File: src/rtl/core/p2c_pkg.sv
// Shared constants, types and functions of the planar-to-chunky palette core.
package p2c_pkg;

   // Group geometry and palette shape.
   localparam int P2C_PIXELS     = 16;
   localparam int P2C_COUNT_W    = $clog2(P2C_PIXELS);
   localparam int P2C_MAX_PLANES = 8;
   localparam int P2C_WORD_W     = 16;
   localparam int P2C_INDEX_W    = 8;
   localparam int P2C_DEPTH      = 256;
   localparam int P2C_ENTRY_W    = 32;

   // Configuration register widths and indexes.
   localparam int P2C_PLANES_W = 4;
   localparam int P2C_BYTES_W  = 3;
   localparam int P2C_CSR_W    = 4;
   localparam int P2C_CSR_IDX_W = 1;
   localparam logic [P2C_CSR_IDX_W-1:0] P2C_REG_SOURCE_PLANES = 1'b0;
   localparam logic [P2C_CSR_IDX_W-1:0] P2C_REG_PIXEL_BYTES   = 1'b1;

   // Reset values of the configuration registers.
   localparam logic [P2C_PLANES_W-1:0] P2C_PLANES_RESET = 4'd4;
   localparam logic [P2C_BYTES_W-1:0]  P2C_BYTES_RESET  = 3'd2;

   // Item modes.
   localparam logic P2C_MODE_LOAD    = 1'b0;
   localparam logic P2C_MODE_CONVERT = 1'b1;

   // Entry read in place of the all-ones index when planes are missing.
   localparam logic [P2C_INDEX_W-1:0] P2C_ALL_ONES_ENTRY = 8'd255;

   // Palette write request.
   typedef struct packed {
      logic                   en;
      logic [P2C_INDEX_W-1:0] addr;
      logic [P2C_ENTRY_W-1:0] data;
   } p2c_wr_type;

   // Palette read request for one pixel.
   typedef struct packed {
      logic                   en;
      logic [P2C_INDEX_W-1:0] addr;
      logic                   last;
   } p2c_rd_type;

   // Keeps the top bytes of a palette word, right-justified; out-of-range counts saturate.
   function automatic logic [P2C_ENTRY_W-1:0] p2c_justify(
      input logic [P2C_ENTRY_W-1:0] entry,
      input logic [P2C_BYTES_W-1:0] bytes
   );
      logic [P2C_ENTRY_W-1:0] result;
      case (bytes)
         3'd0, 3'd1, 3'd2: result = entry >> 16;
         3'd3:             result = entry >> 8;
         default:          result = entry;
      endcase
      return result;
   endfunction

endpackage

File: src/rtl/core/p2c_sequencer.sv
// Pixel sequencer: holds a group's plane words; one palette read per cycle while room is set.
module p2c_sequencer
   import p2c_pkg::*;
#(
   parameter int MAX_PLANES = P2C_MAX_PLANES
) (
   input  logic                    clock,
   input  logic                    reset,
   input  logic                    start,
   input  logic [P2C_WORD_W-1:0]   plane_words [MAX_PLANES],
   input  logic [P2C_PLANES_W-1:0] source_planes,
   input  logic                    room,
   output p2c_rd_type              rd,
   output logic                    ready
);

   logic [P2C_WORD_W-1:0]   planes_ff [MAX_PLANES];
   logic [P2C_COUNT_W-1:0]  count_ff, count_in;
   logic                    busy_ff, busy_in;
   logic                    issue, issue_last;
   logic [P2C_COUNT_W-1:0]  bit_sel;
   logic [P2C_PLANES_W-1:0] planes_eff;
   logic [P2C_INDEX_W-1:0]  raw_idx, mask, idx;
   logic                    substitute;

   // A read goes out whenever a group is in progress and the output side has room.
   assign issue      = busy_ff && room;
   assign issue_last = issue && (count_ff == P2C_COUNT_W'(P2C_PIXELS - 1));
   assign ready      = !busy_ff || issue_last;

   // The next group may start in the cycle the last read of the current one goes out.
   always_comb begin
      busy_in  = busy_ff;
      count_in = count_ff;
      if (start) begin
         busy_in  = 1'b1;
         count_in = '0;
      end else if (issue) begin
         count_in = count_ff + 1'b1;
         if (issue_last) begin
            busy_in = 1'b0;
         end
      end
   end

   always_ff @(posedge clock) begin
      if (reset) begin
         busy_ff  <= 1'b0;
         count_ff <= '0;
      end else begin
         busy_ff  <= busy_in;
         count_ff <= count_in;
      end
   end

   // Plane words are captured when a group starts.
   always_ff @(posedge clock) begin
      if (start) begin
         planes_ff <= plane_words;
      end
   end

   // Plane count clamped to one through the plane maximum.
   always_comb begin
      if (source_planes == '0) begin
         planes_eff = P2C_PLANES_W'(1);
      end else if (source_planes > P2C_PLANES_W'(MAX_PLANES)) begin
         planes_eff = P2C_PLANES_W'(MAX_PLANES);
      end else begin
         planes_eff = source_planes;
      end
   end

   // The first pixel of a group comes from the most significant bit of each word.
   assign bit_sel = P2C_COUNT_W'(P2C_PIXELS - 1) - count_ff;

   // Index bit k comes from plane k, for the planes in use.
   always_comb begin
      raw_idx = '0;
      mask    = '0;
      for (int k = 0; k < MAX_PLANES; k++) begin
         raw_idx[k] = planes_ff[k][bit_sel];
         mask[k]    = (P2C_PLANES_W'(k) < planes_eff);
      end
      idx        = raw_idx & mask;
      substitute = (planes_eff < P2C_PLANES_W'(MAX_PLANES)) && (idx == mask);
   end

   assign rd.en   = issue;
   assign rd.addr = substitute ? P2C_ALL_ONES_ENTRY : idx;
   assign rd.last = issue_last;

   // The pixel counter only moves inside a group.
   a_count_idle: assert property (@(posedge clock) disable iff (reset)
      !busy_ff |-> (count_ff == '0))
      else $error("pixel counter nonzero while idle");

   // After the last read the sequencer is idle unless a new group started.
   a_end_group: assert property (@(posedge clock) disable iff (reset)
      (issue_last && !start) |=> !busy_ff)
      else $error("sequencer still busy after the last pixel");

endmodule

File: config.mk
export PLATFORM = sky130hd
export DESIGN_NAME = p2c_sequencer
export DESIGN_NICKNAME = d
export VERILOG_FILES = /design/src/rtl/core/p2c_pkg.sv /design/src/rtl/core/p2c_sequencer.sv
export SDC_FILE = /design/constraint.sdc
export NUM_CORES = 1
export LEC_CHECK = 0
export BUFFER_PORTS_ARGS = -buffer_cell sky130_fd_sc_hd__clkbuf_2
export CAP_MARGIN = 40
export CORE_MARGIN = 2
export CORE_UTILIZATION = 56
export CTS_CLUSTER_SIZE = 10
export DETAILED_ROUTE_END_ITERATION = 8
export GPL_ROUTABILITY_DRIVEN = 0
export GPL_TIMING_DRIVEN = 0
export PLACE_DENSITY = 0.85
export SYNTH_ARGS = -nofsm -noshare
export SYNTH_HDL_FRONTEND = slang
export SYNTH_SLANG_ARGS = --single-unit
File: constraint.sdc
create_clock -name clock -period 3.6 [get_ports clock]
set_clock_uncertainty 0.15 [all_clocks]
set_input_delay 0.36 -clock clock [delete_from_list [all_inputs] [get_ports clock]]
set_output_delay 0.36 -clock clock [all_outputs]
set_load 0.02 [all_outputs]
==> results.toml, run 1 <==
[synthesis]
ys_async_sr_fraction_pct = 0
synth_commonest_cells = "128 x edfxtp_1, 25 x mux2i_1, 18 x mux4_1"
synth_top_area_cell = "edfxtp_1"
yosysMostFrequentCell = "edfxtp_1"
yosysWarnings = 0
synth_top_area_share_pct = 70.10
ys_types = 48
synthCells = 287
synth_nets = 424
synthFlopType = "edfxtp_1"
yosysSeqAreaShare_pct = 71.93
ys_ff_latch = 133
synth-edff-count = 128
syn_area_per_cell_um2 = 19.10
syn-cell-area_mm2 = 0.005483
synth.area.top_cells = "edfxtp_1 70%, mux4_1 8.6%, mux2i_1 4.6%, mux2_2 1.8%, dfxtp_1 1.8%"

[placed_design]
port_buffers = 146
dp_hpwl_mm = 7.808
dp_cells = 567
place_ws_ns = 0.6787

[cts]
cts_hold_buf = 121
htreeDepth = 4
cts_max_path_buffers = 2
numCtsBuffers = 17
cts-root-buf = "clkbuf_8"
cts_setup_buffers = 0
cts_resized = 0
cts.sinks = 133

[outcome]
stop_error = "[ERROR RSZ-0060] Max buffer count reached."
stop_stage = "clock tree synthesis"
status = "aborted with a tool error"

[floorplan]
dieWidth_um = 102.9
rows = 36
io_pins = 147
initial_utilization_pct = 56.88
die_y_um = 102.9
==> through the flow <==
step | instance area, um^2 | hold WS [ns]
global placement | 6380 | 0.3503
detailed placement | 6416 | 0.3576
floorplan | 5483 | 0.2791
==> cell families after synthesis <==
kind of cell,share of synthesized area [%]
AO/OA/AOI/OAI,5.043
XOR/XNOR,0.4793
adder cells (fa/ha/maj),0.2282
buffers and inverters,2.396
flip-flops,71.93
multiplexers,16.27
AND/OR/NAND/NOR,3.651
==> inputs of run 2 (changes only) <==
--- a/config.mk
+++ b/config.mk
@@ -8,12 +8,11 @@
 export BUFFER_PORTS_ARGS = -buffer_cell sky130_fd_sc_hd__clkbuf_2
 export CAP_MARGIN = 40
 export CORE_MARGIN = 2
-export CORE_UTILIZATION = 56
-export CTS_CLUSTER_SIZE = 10
+export CORE_UTILIZATION = 40
 export DETAILED_ROUTE_END_ITERATION = 8
 export GPL_ROUTABILITY_DRIVEN = 0
 export GPL_TIMING_DRIVEN = 0
-export PLACE_DENSITY = 0.85
+export PLACE_DENSITY_LB_ADDON = 0.15
 export SYNTH_ARGS = -nofsm -noshare
 export SYNTH_HDL_FRONTEND = slang
 export SYNTH_SLANG_ARGS = --single-unit
==> run 2 against run 1 <==
Against the previous run:
- synthesized cell count stayed put
- area after synthesis stayed put
- the flow now finishes without violations
==> results.toml, run 2 <==
[outcome]
status = "complete, no violations"

[timing]
relSlewSlack_pct = 59.13
hold_viol_final = 0
period_share_pct = 92.39
fmax_mhz = 300.6
slew_viol_final = 0
tns_ns = 0
period_minus_slack_ns = 3.326
rsz0062_at_grt = "no"
finalSetupViolCount = 0
worst_pin_slew_ns = 0.6131

[global_routing]
grt_pass1_vias = 4031
grt_max_degree = 79
grt_pass1_wl_mm = 20.73
overflow = 0
grt_antenna_before_repair = 0
grt_usage_pct = 19.41

[power]
power_density_mw_per_mm2 = 459.2
power.total_mw = 3.810
power.switching_uw = 820.9
sw_frac_of_total_pct = 21.55
combPwrFrac_pct = 9.7
seq_power_share_pct = 48.7
pwr-share-clk_pct = 41.5
p_leak_nw = 3.189
ir_worst_vdd_v = 0.0004794
cellInternalPower_mw = 2.989

[cts]
cts-root-buf = "clkbuf_16"
cts_tree = "built"
cts_max_path_buffers = 2
htreeDepth = 4
clock_latency_ns = 0.41
cts.sinks = 133
cts_setup_buffers = 0
clk_pin_slew_ns = 0.05
numCtsBuffers = 17

[synthesis]
ys_async_sr_fraction_pct = 0
synth_nets = 424
syn_area_per_cell_um2 = 19.10
yosysWarnings = 0
ys_ff_latch = 133
yosysMostFrequentCell = "edfxtp_1"
synthCells = 287
yosysSeqAreaShare_pct = 71.93
synth_top_area_cell = "edfxtp_1"
ys_types = 48
synth-edff-count = 128
synth.area.top_cells = "edfxtp_1 70%, mux4_1 8.6%, mux2i_1 4.6%, mux2_2 1.8%, dfxtp_1 1.8%"
syn-cell-area_mm2 = 0.005483
synth_top_area_share_pct = 70.10
synthFlopType = "edfxtp_1"
synth_commonest_cells = "128 x edfxtp_1, 25 x mux2i_1, 18 x mux4_1"

[setup_path]
cp_cell_sequence = "buf_4 -> buf_6 -> buf_6 -> mux2i_1 -> a22oi_1 -> a21boi_0 -> o21ai_0 -> nand4_2 -> o21bai_1 -> clkbuf_2"
crit_path_top_delay_cell = "dfxtp_1"
cp_max_fo = 10
path_common_cell = "buf_6"
start_kind = "register"
cp_top_family = "compound AO/OA/AOI/OAI gates"
critical_path_class = "register to output pin"
crit_buf_inv = 4
cpPeakStageDelay_ns = 0.32
arrival_ns = 2.82
end_kind = "output pin"
crit_required_ns = 3.09

[floorplan]
initial_utilization_pct = 41.24
dieWidth_um = 121.1
dieArea_mm2 = 0.01466
core_area_mm2 = 0.01330
rows = 42
io_pins = 147
die_y_um = 121.1

[cells_and_area]
final-seq-area_mm2 = 0.003944
antenna_cells = 0
top_regs = "planes_ff: 128 flops, count_ff: 4 flops, busy_ff: 1 flops"
largest_reg_flops = 128
fill_cells = 974
largest_register = "planes_ff"
layout_commonest_cell = "clkbuf_2"
drive_above_1_share_pct = 34.46
area_growth_pct = 51.32
multi_input_area_mm2 = 0.001408
final_nets = 718
fin_area_mm2 = 0.008297
final_cell_mix = "147 x clkbuf_2, 128 x dlygate4sd3_1, 128 x edfxtp_1, 25 x mux2i_1, 18 x mux4_1"

[worst_hold_path]
hp-class = "input port to register"

[run]
cap_violations = 0

[routing]
drtIter0Drc = 179
vias = 3670
wl_mm = 13.39
drcViolationCount = 0
drtPass1Iterations = 4
ant_nets = 0
wl_per_cell_um = 17.43
vias_per_cell = 4.779

[placed_design]
postPlaceCellArea_mm2 = 0.006470
port_buffers = 146
dp_hpwl_mm = 8.310
[run 2: cell counts after synthesis]
Identical to the previous run, type by type.
[run 2: worst paths after layout]
kind                                   from       to  slack [ns]  cells past startpoint
worst max-delay path            count_ff[1]    rd[6]        0.27                     10
worst min-delay path                  reset  busy_ff        0.03                      2
worst max register to register  count_ff[2]  busy_ff        1.58                      5
worst min register to register      busy_ff  busy_ff        0.41                      2
[run 2: what timing repair did]
action,in CTS,in global routing
hold endpoints to repair,128,0
gates resized for setup,0,6
setup endpoints to repair,0,7
hold buffers,128,0
[run 2: routing by layer]
layer | GRT usage [%] | part of all wire (%) | up-vias
met5 | 0 | 0 | -
met4 | 5.233 | 0.84 | 0
met3 | 7.096 | 7.4 | 8
met2 | 33.04 | 51 | 116
met1 | 23.25 | 41 | 1772
li1 | - | - | 1774
[run 2: final cells by class]
cell class | instances | area share (%)
repair buffers | 275 | 24.69
clock buffers | 18 | 5.173
inverters | 3 | 0.1357
well taps | 176 | 2.654
multi-input cells | 136 | 16.97
plain buffers | 15 | 1.538
clock inverters | 12 | 1.312
flip-flops and latches | 133 | 47.53
[run 2: worst reg2reg max path, delay by kind of cell (launching register included)]
family                 cells  cell delay [ns]
AO/OA/AOI/OAI              2             0.40
buffers and inverters      2             0.85
flip-flops                 1             0.35
AND/OR/NAND/NOR            1             0.15
[run 2: kinds of logic after synthesis]
| kind of cell | count (synthesis) | share of synthesized area (%) |
|---|---|---|
| buffers and inverters | 18 | 2.396 |
| adder cells (fa/ha/maj) | 1 | 0.2282 |
| AND/OR/NAND/NOR | 37 | 3.651 |
| flip-flops | 133 | 71.93 |
| XOR/XNOR | 3 | 0.4793 |
| multiplexers | 55 | 16.27 |
| AO/OA/AOI/OAI | 40 | 5.043 |
[run 2: stage by stage]
step	hold WS (ns)	setup slack (ns)	instances	util (%)
floorplan	0.2791	1.125	287	-
global placement	0.3527	0.4041	609	48.39
detailed placement	0.3703	0.6307	610	48.66
CTS	0.009673	0.1666	768	62.35
global route	0.02787	0.0008573	768	62.40
finish	0.03344	0.2738	768	62.40
[run 2: power groups by stage]
stage / registers, mW / logic, mW / clock network, mW
after floorplan: 1.88 / 0.114 / 0
after global placement: 1.89 / 0.251 / 0
after detailed placement: 1.89 / 0.259 / 0
after CTS: 1.86 / 0.370 / 1.61
after global routing: 1.87 / 0.402 / 1.68
final: 1.86 / 0.371 / 1.58
Note: power is estimated with default switching activity, not from simulation.
