===== src/rtl/core/p2c_pkg.sv =====
// Shared constants, types and functions of the planar-to-chunky palette core.
package p2c_pkg;

   // Group geometry and palette shape.
   localparam int P2C_PIXELS     = 16;
   localparam int P2C_COUNT_W    = $clog2(P2C_PIXELS);
   localparam int P2C_MAX_PLANES = 8;
   localparam int P2C_WORD_W     = 16;
   localparam int P2C_INDEX_W    = 8;
   localparam int P2C_DEPTH      = 256;
   localparam int P2C_ENTRY_W    = 32;

   // Configuration register widths and indexes.
   localparam int P2C_PLANES_W = 4;
   localparam int P2C_BYTES_W  = 3;
   localparam int P2C_CSR_W    = 4;
   localparam int P2C_CSR_IDX_W = 1;
   localparam logic [P2C_CSR_IDX_W-1:0] P2C_REG_SOURCE_PLANES = 1'b0;
   localparam logic [P2C_CSR_IDX_W-1:0] P2C_REG_PIXEL_BYTES   = 1'b1;

   // Reset values of the configuration registers.
   localparam logic [P2C_PLANES_W-1:0] P2C_PLANES_RESET = 4'd4;
   localparam logic [P2C_BYTES_W-1:0]  P2C_BYTES_RESET  = 3'd2;

   // Item modes.
   localparam logic P2C_MODE_LOAD    = 1'b0;
   localparam logic P2C_MODE_CONVERT = 1'b1;

   // Entry read in place of the all-ones index when planes are missing.
   localparam logic [P2C_INDEX_W-1:0] P2C_ALL_ONES_ENTRY = 8'd255;

   // Palette write request.
   typedef struct packed {
      logic                   en;
      logic [P2C_INDEX_W-1:0] addr;
      logic [P2C_ENTRY_W-1:0] data;
   } p2c_wr_type;

   // Palette read request for one pixel.
   typedef struct packed {
      logic                   en;
      logic [P2C_INDEX_W-1:0] addr;
      logic                   last;
   } p2c_rd_type;

   // Keeps the top bytes of a palette word, right-justified; out-of-range counts saturate.
   function automatic logic [P2C_ENTRY_W-1:0] p2c_justify(
      input logic [P2C_ENTRY_W-1:0] entry,
      input logic [P2C_BYTES_W-1:0] bytes
   );
      logic [P2C_ENTRY_W-1:0] result;
      case (bytes)
         3'd0, 3'd1, 3'd2: result = entry >> 16;
         3'd3:             result = entry >> 8;
         default:          result = entry;
      endcase
      return result;
   endfunction

endpackage


===== src/rtl/core/p2c_out_queue.sv =====
// Two-beat output queue for pixels, with credit for the read in flight.
module p2c_out_queue
   import p2c_pkg::*;
(
   input  logic                   clock,
   input  logic                   reset,
   input  logic                   push,
   input  logic [P2C_ENTRY_W-1:0] push_value,
   input  logic                   push_last,
   input  logic                   in_flight,
   output logic                   room,
   output logic                   rsp_valid,
   input  logic                   rsp_stall,
   output logic [P2C_ENTRY_W-1:0] rsp_pixel_value,
   output logic                   rsp_last_pixel
);

   logic [P2C_ENTRY_W-1:0] value_ff [2];
   logic [1:0]             last_ff;
   logic [1:0]             count_ff, count_in;
   logic                   wr_ptr_ff, rd_ptr_ff;
   logic                   pop;
   logic [2:0]             occupancy;

   assign rsp_valid       = (count_ff != 2'd0);
   assign pop             = rsp_valid && !rsp_stall;
   assign rsp_pixel_value = value_ff[rd_ptr_ff];
   assign rsp_last_pixel  = last_ff[rd_ptr_ff];

   // Beats held plus the read on its way; a new read may go if one slot stays free.
   assign occupancy = 3'(count_ff) + 3'(in_flight) - 3'(pop);
   assign room      = (occupancy < 3'd2);

   assign count_in = count_ff + 2'(push) - 2'(pop);

   always_ff @(posedge clock) begin
      if (reset) begin
         count_ff  <= '0;
         wr_ptr_ff <= 1'b0;
         rd_ptr_ff <= 1'b0;
      end else begin
         count_ff <= count_in;
         if (push) begin
            wr_ptr_ff <= !wr_ptr_ff;
         end
         if (pop) begin
            rd_ptr_ff <= !rd_ptr_ff;
         end
      end
   end

   // Payload slots.
   always_ff @(posedge clock) begin
      if (push) begin
         value_ff[wr_ptr_ff] <= push_value;
         last_ff[wr_ptr_ff]  <= push_last;
      end
   end

   // The credit scheme keeps the queue within its two slots.
   a_no_overflow: assert property (@(posedge clock) disable iff (reset)
      push |-> (count_ff < 2'd2 || pop))
      else $error("pixel pushed into a full queue");

   a_count_range: assert property (@(posedge clock) disable iff (reset)
      count_ff <= 2'd2)
      else $error("queue count out of range");

endmodule


===== config.mk =====
export PLATFORM = sky130hd
export DESIGN_NAME = p2c_out_queue
export DESIGN_NICKNAME = d
export VERILOG_FILES = /design/src/rtl/core/p2c_pkg.sv /design/src/rtl/core/p2c_out_queue.sv
export SDC_FILE = /design/constraint.sdc
export NUM_CORES = 1
export LEC_CHECK = 0
export BUFFER_PORTS_ARGS = -buffer_cell sky130_fd_sc_hd__buf_2
export CAP_MARGIN = 20
export CORE_ASPECT_RATIO = 1.5
export CORE_MARGIN = 2
export CORE_UTILIZATION = 50
export CTS_BUF_LIST = sky130_fd_sc_hd__clkbuf_16
export DETAILED_ROUTE_END_ITERATION = 7
export PLACE_DENSITY = 0.76
export SLEW_MARGIN = 20
export SYNTH_ARGS = -nofsm -noshare
export SYNTH_HDL_FRONTEND = slang
export SYNTH_SLANG_ARGS = --single-unit

===== constraint.sdc =====
create_clock -name clock -period 3.6 [get_ports clock]
set_input_delay 0.18 -clock clock [delete_from_list [all_inputs] [get_ports clock]]
set_output_delay 0.18 -clock clock [all_outputs]
set_load 0.02 [all_outputs]

* Word-level counts from Yosys, hierarchy flattened
Memory sizes are Yosys's and may differ from the RTL's. A register that Yosys moved wholly into a read port is not among the register bits. Cells that the tools add are included.
Word-level totals: flip-flop bits (word level) 6, memory bits (writable) 64, bits of input ports 38, output and inout bits 35, word-level logic and storage cells 28, memories 1
Memories:
- value_ff | depth 2, width 32, rd ports 1, clocked after Yosys merged registers in 1, wr ports 1, RTL line p2c_out_queue.sv:18 | logic [P2C_ENTRY_W-1:0] value_ff [2];
Operators by class: add/subtract/negate cells 4, $lt $le $gt $ge 4, muxes and demuxes 9, reduce and logical (&&, ||, !) cells 6
Operators by type and width (number):
- 1-bit two-way mux | 7
- 1-bit by 2-bit < comparator with 1-bit output, second input constant | 2
- 2-bit by 1-bit adder with 3-bit output | 1
- 1-bit logical NOT | 3
- 3-bit by 2-bit < comparator with 1-bit output, second input constant | 1
- 3-bit by 1-bit subtractor with 3-bit output | 1
- 2-bit by 1-bit adder with 2-bit output | 1
- 2-bit bitwise mux | 1
- 1-bit logical AND | 2
- 2-bit nonzero test | 1
- 2-bit by 1-bit subtractor with 2-bit output | 1
- 1-bit demux with 1-bit select | 1
- 1-bit greater-or-equal comparator, second input constant | 1

* Logic depth before layout (Yosys ltp)
Gate-level depths: netlist (run 1).
depth after elaboration 5, mapped depth 6, gate-level depth less buffers 6

* Worst setup path before layout (run 1)
Ideal clock, no wire load.
path kind register to register, start register wr_ptr_ff (netlist name), end register last_ff[0] (enable), library setup time 0.427 ns, data arrival time 1.812 ns, required time 3.173 ns, path slack 1.361 ns, stages on the path, launching flop included 2, path buffers 0, clock period less this slack 2.239 ns, path through dfxtp_1 nor2b_1
RTL lines:
- end signal: indexed assignment | RTL line p2c_out_queue.sv:56 | last_ff[wr_ptr_ff] <= push_last;
- end: declaration | RTL line p2c_out_queue.sv:19 | logic [1:0] last_ff;

* Worst setup path after layout (run 1)
start register count_ff[1], end output port room
On the way: longest elaborated chain between the ends 4, elaborated cells between the ends (all ways) 5, those cells by class add/sub (2); order compare (1); reduce/logical (2)
RTL lines:
- start: declaration | RTL line p2c_out_queue.sv:20 | logic [1:0] count_ff, count_in;
- start signal: assignment | RTL line p2c_out_queue.sv:42 | count_ff <= count_in;
- 2-bit nonzero test | RTL line p2c_out_queue.sv:25 | assign rsp_valid = (count_ff != 2'd0);
- 1-bit logical AND | RTL line p2c_out_queue.sv:26 | assign pop = rsp_valid && !rsp_stall;
- net pop | RTL line p2c_out_queue.sv:22 | logic pop;
- 3-bit by 1-bit subtractor with 3-bit output | RTL line p2c_out_queue.sv:31 | assign occupancy = 3'(count_ff) + 3'(in_flight) - 3'(pop);
- 3-bit by 2-bit < comparator with 1-bit output | RTL line p2c_out_queue.sv:32 | assign room = (occupancy < 3'd2);
- end: declaration | RTL line p2c_out_queue.sv:11 | output logic room,
The timed path passes the listed nets, and every way through them passes these cells.

==> flow_metrics.tcl, run 1 <==
set metrics [dict create \
    status "finished, final reports clean" \
    vias 1385 \
    rsz0062_at_grt "false" \
    ys_seq_area_frac 0.7455 \
    ys_warn_count 0 \
    drive_above_1_share 0.5694 \
    gr-total-overflow 0 \
    worst_r2r_path_depth 2 \
    fin_ws_ps 1412 \
    synthCells 132 \
    grt_use_total 0.1540 \
    grt_start_max_net_pins 34 \
    criticalPathCategory "reg2out" \
    netlist_area_sq_um 2793 \
    core_area_sq_um 5450 \
    fp.dieH_um 95.53 \
    fin_nets 254 \
    post-cts-setup-buffers 0 \
    grt_first_pass_wirelength_mm 6.734 \
    htreeDepth 3 \
    ir_drop_v 0.0005278 \
    worst_clock_skew_ps 2.633 \
    synthTopCellsByCount "edfxtp_1 (66), mux2_4 (30), dfxtp_1 (5)" \
    maxCapViolations 0 \
    setup_viol 0 \
    avgViaCountPerCell 4.843 \
    cp_data_arrival_time_ps 2010 \
    clk_latency_ps 310 \
    cts_tree "done" \
    min_period_over_period 0.6079 \
    hpwl_mm 2.910 \
    final_design_area_no_fill_sq_um 3523 \
    synth-edff-count 66 \
    place_area_sq_um 3212 \
    gp_congestion 0.6648 \
    cts_resized 0 \
    cts_made_buffers 9 \
    syn_to_final_growth_pct 26.16 \
    final.setup.tns_ps 0 \
    hp-class "in2reg" \
    ant_nets 0 \
    synth_top_area_share 0.7097 \
    die_x_um 65.02 \
    wire_per_inst_um 14.77 \
    fmax_ghz 0.4570 \
    numPortBuffers 72 \
    endpoint_kind "output port" \
    avgSynthCellArea_sq_um 21.16 \
    path_clk_slew_ps 50 \
    place_ws_ps 1737 \
    first_global_vias 1457 \
    worstPathRequired_ps 3420 \
    leakage_uw 0.001428 \
    die_area_sq_um 6211 \
    max-clock-path-buffers 2 \
    drc 0 \
    cts_sinks 71 \
    io_pins 73 \
    power_density_nw_per_um2 704.5 \
    routed_wl_mm 4.224 \
    yosys_register_bits 71 \
    antenna_found_initial 0 \
    drtIter0Drc 33 \
    startpoint_type "flop" \
    diodes 0 \
    hold_depth 1 \
    clockRootBuffer "clkbuf_16" \
    yosys-top-cells-area "edfxtp_1 (71%), mux2_4 (16%), dfxtp_1 (3.6%)" \
    tightest_slew_ps 1038 \
    drtPass1Iterations 4 \
    hold_buffers 0 \
    synth_largest_area_cell "edfxtp_1" \
    synth_flop_cell "edfxtp_1" \
    period_needed_ps 2188 \
    slew_headroom 0.3077 \
    hold_viol 0 \
    yosys.cell_types.count 15 \
    synthArstFlopShare 0 \
    finish.utilization 0.6465 \
    path_max_fanout 3 \
    synth_nets 174 \
    yosysMostFrequentCell "edfxtp_1" \
    rows 33 \
    slew_viol_final 0 \
    start_util 0.5124 \
]
==> layout make-up <==
type,count,area (sq um)
Sequential cell,71,2083
Tap cell,70,87.58
Multi-Input combinational cell,53,658.1
Clock inverter,6,86.33
Clock buffer,9,225.2
Inverter,4,15.01
Fill cell,432,1927
Timing Repair Buffer,73,367.9
==> cells in the final DEF, fill, tap and decap left out <==
master,count
bufinv_16,2
nor2b_4,1
buf_2,72
nand2_1,1
fa_1,1
dfxtp_1,4
nor2b_1,3
clkbuf_16,9
xnor2_1,3
o21ba_1,1
clkinv_2,2
buf_4,1
mux2_2,3
mux2_4,30
edfxtp_1,66
ha_1,3
mux2_1,2
inv_1,4
dfxtp_2,1
clkinvlp_4,1
clkinv_4,1
nor2_1,4
and2_1,1
==> worst paths after layout <==
kind | slack, ps | end | startpoint
max reg2reg | 1970 | value_ff[1][22]$_DFFE_PP_ | wr_ptr_ff$_SDFFE_PP0P_
min reg2reg | 600 | wr_ptr_ff$_SDFFE_PP0P_ | wr_ptr_ff$_SDFFE_PP0P_
min | 50 | value_ff[0][19]$_DFFE_PP_ | push_value[19]
max | 1410 | room | count_ff[1]$_SDFF_PP0_
==> metal layers <==
layer	vias to the layer above	wire length, um	share of wire	global-route usage
met5	-	0	0	0
met4	0	171	0.040	0.1024
met3	14	259	0.061	0.06021
met2	56	2260	0.54	0.2517
met1	651	1534	0.36	0.1642
li1	664	-	-	-
==> through the flow <==
stage,instances,hold WS [ps],power (uW)
detailed placement,271,371.1,1618
floorplan,132,251.6,1469
finish,286,48.46,2482
global placement,271,367.4,1604
global route,286,37.84,2590
CTS,286,35.74,2519
==> logic make-up (layout without fill, tap and decap cells) <==
group	Yosys count	count (layout)	synth area share
AO/OA/AOI/OAI	1	1	0.003584
XOR/XNOR	3	3	0.009410
adder cells (fa/ha/maj)	4	4	0.02061
buffers and inverters	8	92	0.02150
flip-flops	71	71	0.7455
multiplexers	35	35	0.1814
AND/OR/NAND/NOR	10	10	0.01792
==> report_power, final <==
group	total (uW)	internal, uW	switching [uW]
Sequential	1050	973	74.8
Combinational	543	275	268
Clock	892	600	292
Total	2480	1850	635
==> registers in the layout (all words and copies together) (netlist names), named ones only <==
register and count:
last_ff 2, wr_ptr_ff 1, rd_ptr_ff 1, count_ff 2, value_ff 64
==> critical path, stage by stage (launching register included) <==
cell     delay [ps]
dfxtp_1         330
o21ba_1         230
ha_1            300
nor2b_1         140
fa_1            430
nor2_1          110
buf_2           160
Power figures use the tool's default switching activity.
==> run 2: changes to the inputs <==
Clock period 3.6 ns to 2.1 ns, I/O delays scaled along.
==> run 2 against run 1 <==
  * Sequential share of layout area is 6.8 points lower
  * Critical path type unchanged
  * Worst setup slack worse by 1400 ps
  * Final cell count is 13% higher
  * Combinational power is 110% higher
  * Largest cell class unchanged
  * Via count is 11% higher
  * Sequential power is 66% higher
  * Critical path depth is 1 higher
  * Clock power is 110% higher
  * First-iteration DRC count is 48% higher
  * Routed wire length is 13% higher
  * Clock-buffer cell count stayed put
==> flow_metrics.tcl, run 2 (synthesized netlist as in run 1, its figures left out) <==
set metrics [dict create \
    status "finished, final reports clean" \
    reg2reg_setup_slack_ps 690 \
    path_max_fanout 3 \
    cts_sinks 71 \
    cp_data_arrival_time_ps 1940 \
    layout_commonest_cell "buf_2" \
    path_clk_slew_ps 50 \
    io_pins 73 \
    worst_clock_skew_ps 6.157 \
    vias 1534 \
    rows 33 \
    crit_path_start "count_ff[1]$_SDFF_PP0_" \
    drtIter0Drc 49 \
    core_area_sq_um 5450 \
    gr-total-overflow 0 \
    maxCapViolations 0 \
    hold_depth 3 \
    min_period_over_period 0.9754 \
    cts_made_buffers 9 \
    largest_reg_flops 64 \
    fp.dieH_um 95.53 \
    endpoint_kind "output port" \
    reg_top3 "value_ff x64, count_ff x2, last_ff x2" \
    wire_per_inst_um 14.79 \
    place_area_sq_um 3239 \
    hpwl_mm 2.929 \
    reg2reg_from "count_ff[1]$_SDFF_PP0_" \
    routed_wl_mm 4.777 \
    tightest_slew_ps 453.4 \
    leakage_uw 0.001611 \
    hold_viol 0 \
    htreeDepth 3 \
    setup_viol 0 \
    slew_viol_final 0 \
    avgViaCountPerCell 4.749 \
    timing.hold.ws_ps 69.29 \
    fin_ws_ps 51.76 \
    start_util 0.5124 \
    clockRootBuffer "clkbuf_16" \
    startpoint_type "flop" \
    finalPower_uw 4731 \
    worstPathRequired_ps 2000 \
    power_density_nw_per_um2 1185 \
    ant_nets 0 \
    syn_to_final_growth_pct 42.92 \
    ir_drop_v 0.0009578 \
    period_needed_ps 2048 \
    numPortBuffers 72 \
    place_ws_ps 290.9 \
    drtPass1Iterations 4 \
    grt_start_max_net_pins 34 \
    die_area_sq_um 6211 \
    hold_end "wr_ptr_ff$_SDFFE_PP0P_" \
    r2r_end "count_ff[0]$_SDFF_PP0_" \
    die_x_um 65.02 \
    drive_above_1_share 0.5217 \
    n_fill_cell 365 \
    fin_nets 290 \
    layout_common_cells "buf_2 (71), edfxtp_1 (66), dlygate4sd3_1 (34)" \
    hp-class "in2reg" \
    grt_use_total 0.1662 \
    regMostFlops "value_ff" \
    diodes 0 \
    slew_headroom 0.6977 \
    first_global_vias 1607 \
    gp_congestion 0.6438 \
    antenna_found_initial 0 \
    cts_tree "done" \
    clk_latency_ps 320 \
    grt_first_pass_wirelength_mm 7.369 \
    final_design_area_no_fill_sq_um 3991 \
    max-clock-path-buffers 2 \
    criticalPathCategory "reg2out" \
    worstHoldStart "push" \
    drc 0 \
    worst_r2r_path_depth 5 \
    fmax_ghz 0.4882 \
]
## run 2: cell types whose count changed in the layout (fill, tap and decap cells not counted), sizes merged
cell	previous run	this run
bufinv	2	4
clkinv	3	0
buf	73	75
inv	4	5
clkinvlp	1	2
dlygate4sd3	0	34
## run 2: cell type report
type,instances,area (sq um),area share
Sequential cell,71,2087,0.5229
Timing Repair Buffer,109,738.2,0.1850
Multi-Input combinational cell,53,694.4,0.1740
Clock buffer,9,225.2,0.05643
Clock inverter,7,143.9,0.03605
Tap cell,70,87.58,0.02194
Inverter,4,15.01,0.003762
## run 2: routing by layer
layer | track usage | routed length, um | vias to the layer above
li1 | - | - | 730
met1 | 0.1652 | 1775 | 738
met2 | 0.3119 | 2669 | 53
met3 | 0.03070 | 199 | 13
met4 | 0.1059 | 133 | 0
met5 | 0 | 0 | -
## run 2: how the worst max path moves through the flow
stage / end / slack [ps] / depth (start not counted)
2_1_floorplan: room / 330 / 5
3_3_place_gp: room / 350 / 6
3_5_place_dp: room / 290 / 6
4_1_cts: room / 20 / 7
5_1_grt: room / -2 / 7
6_report: room / 50 / 7
## run 2: where the power goes
| part | switching, uW | internal, uW | leakage [uW] |
|---|---|---|---|
| Clock | 547 | 1280 | 0.000172 |
| Sequential | 71.4 | 1670 | 0.000662 |
| Combinational | 576 | 585 | 0.000777 |
## run 2: per-stage QoR
| step | setup TNS (ps) | utilization | std cells |
|---|---|---|---|
| CTS | 0 | 0.7291 | 323 |
| global placement | 0 | 0.5944 | 273 |
| finish | 0 | 0.7323 | 323 |
| detailed placement | 0 | 0.5944 | 273 |
| global route | -1.765 | 0.7323 | 323 |
| floorplan | 0 | - | 132 |
## run 2: critical path: stages, from the launching register on
cell and delay (ps):
dfxtp_4 360, o21ba_4 220, ha_4 280, nor2b_4 40, fa_2 350, xnor2_2 140, nor2_1 90, buf_4 140
## run 2: what timing repair did
action / 4_1_cts / 5_1_grt
hold buffers: 34 / 0
pin swaps: 1 / 3
endpoints found under the setup margin: 1 / 1
gates resized for setup: 6 / 4
hold endpoints to repair: 67 / 0
buffers inserted: 0 / 0
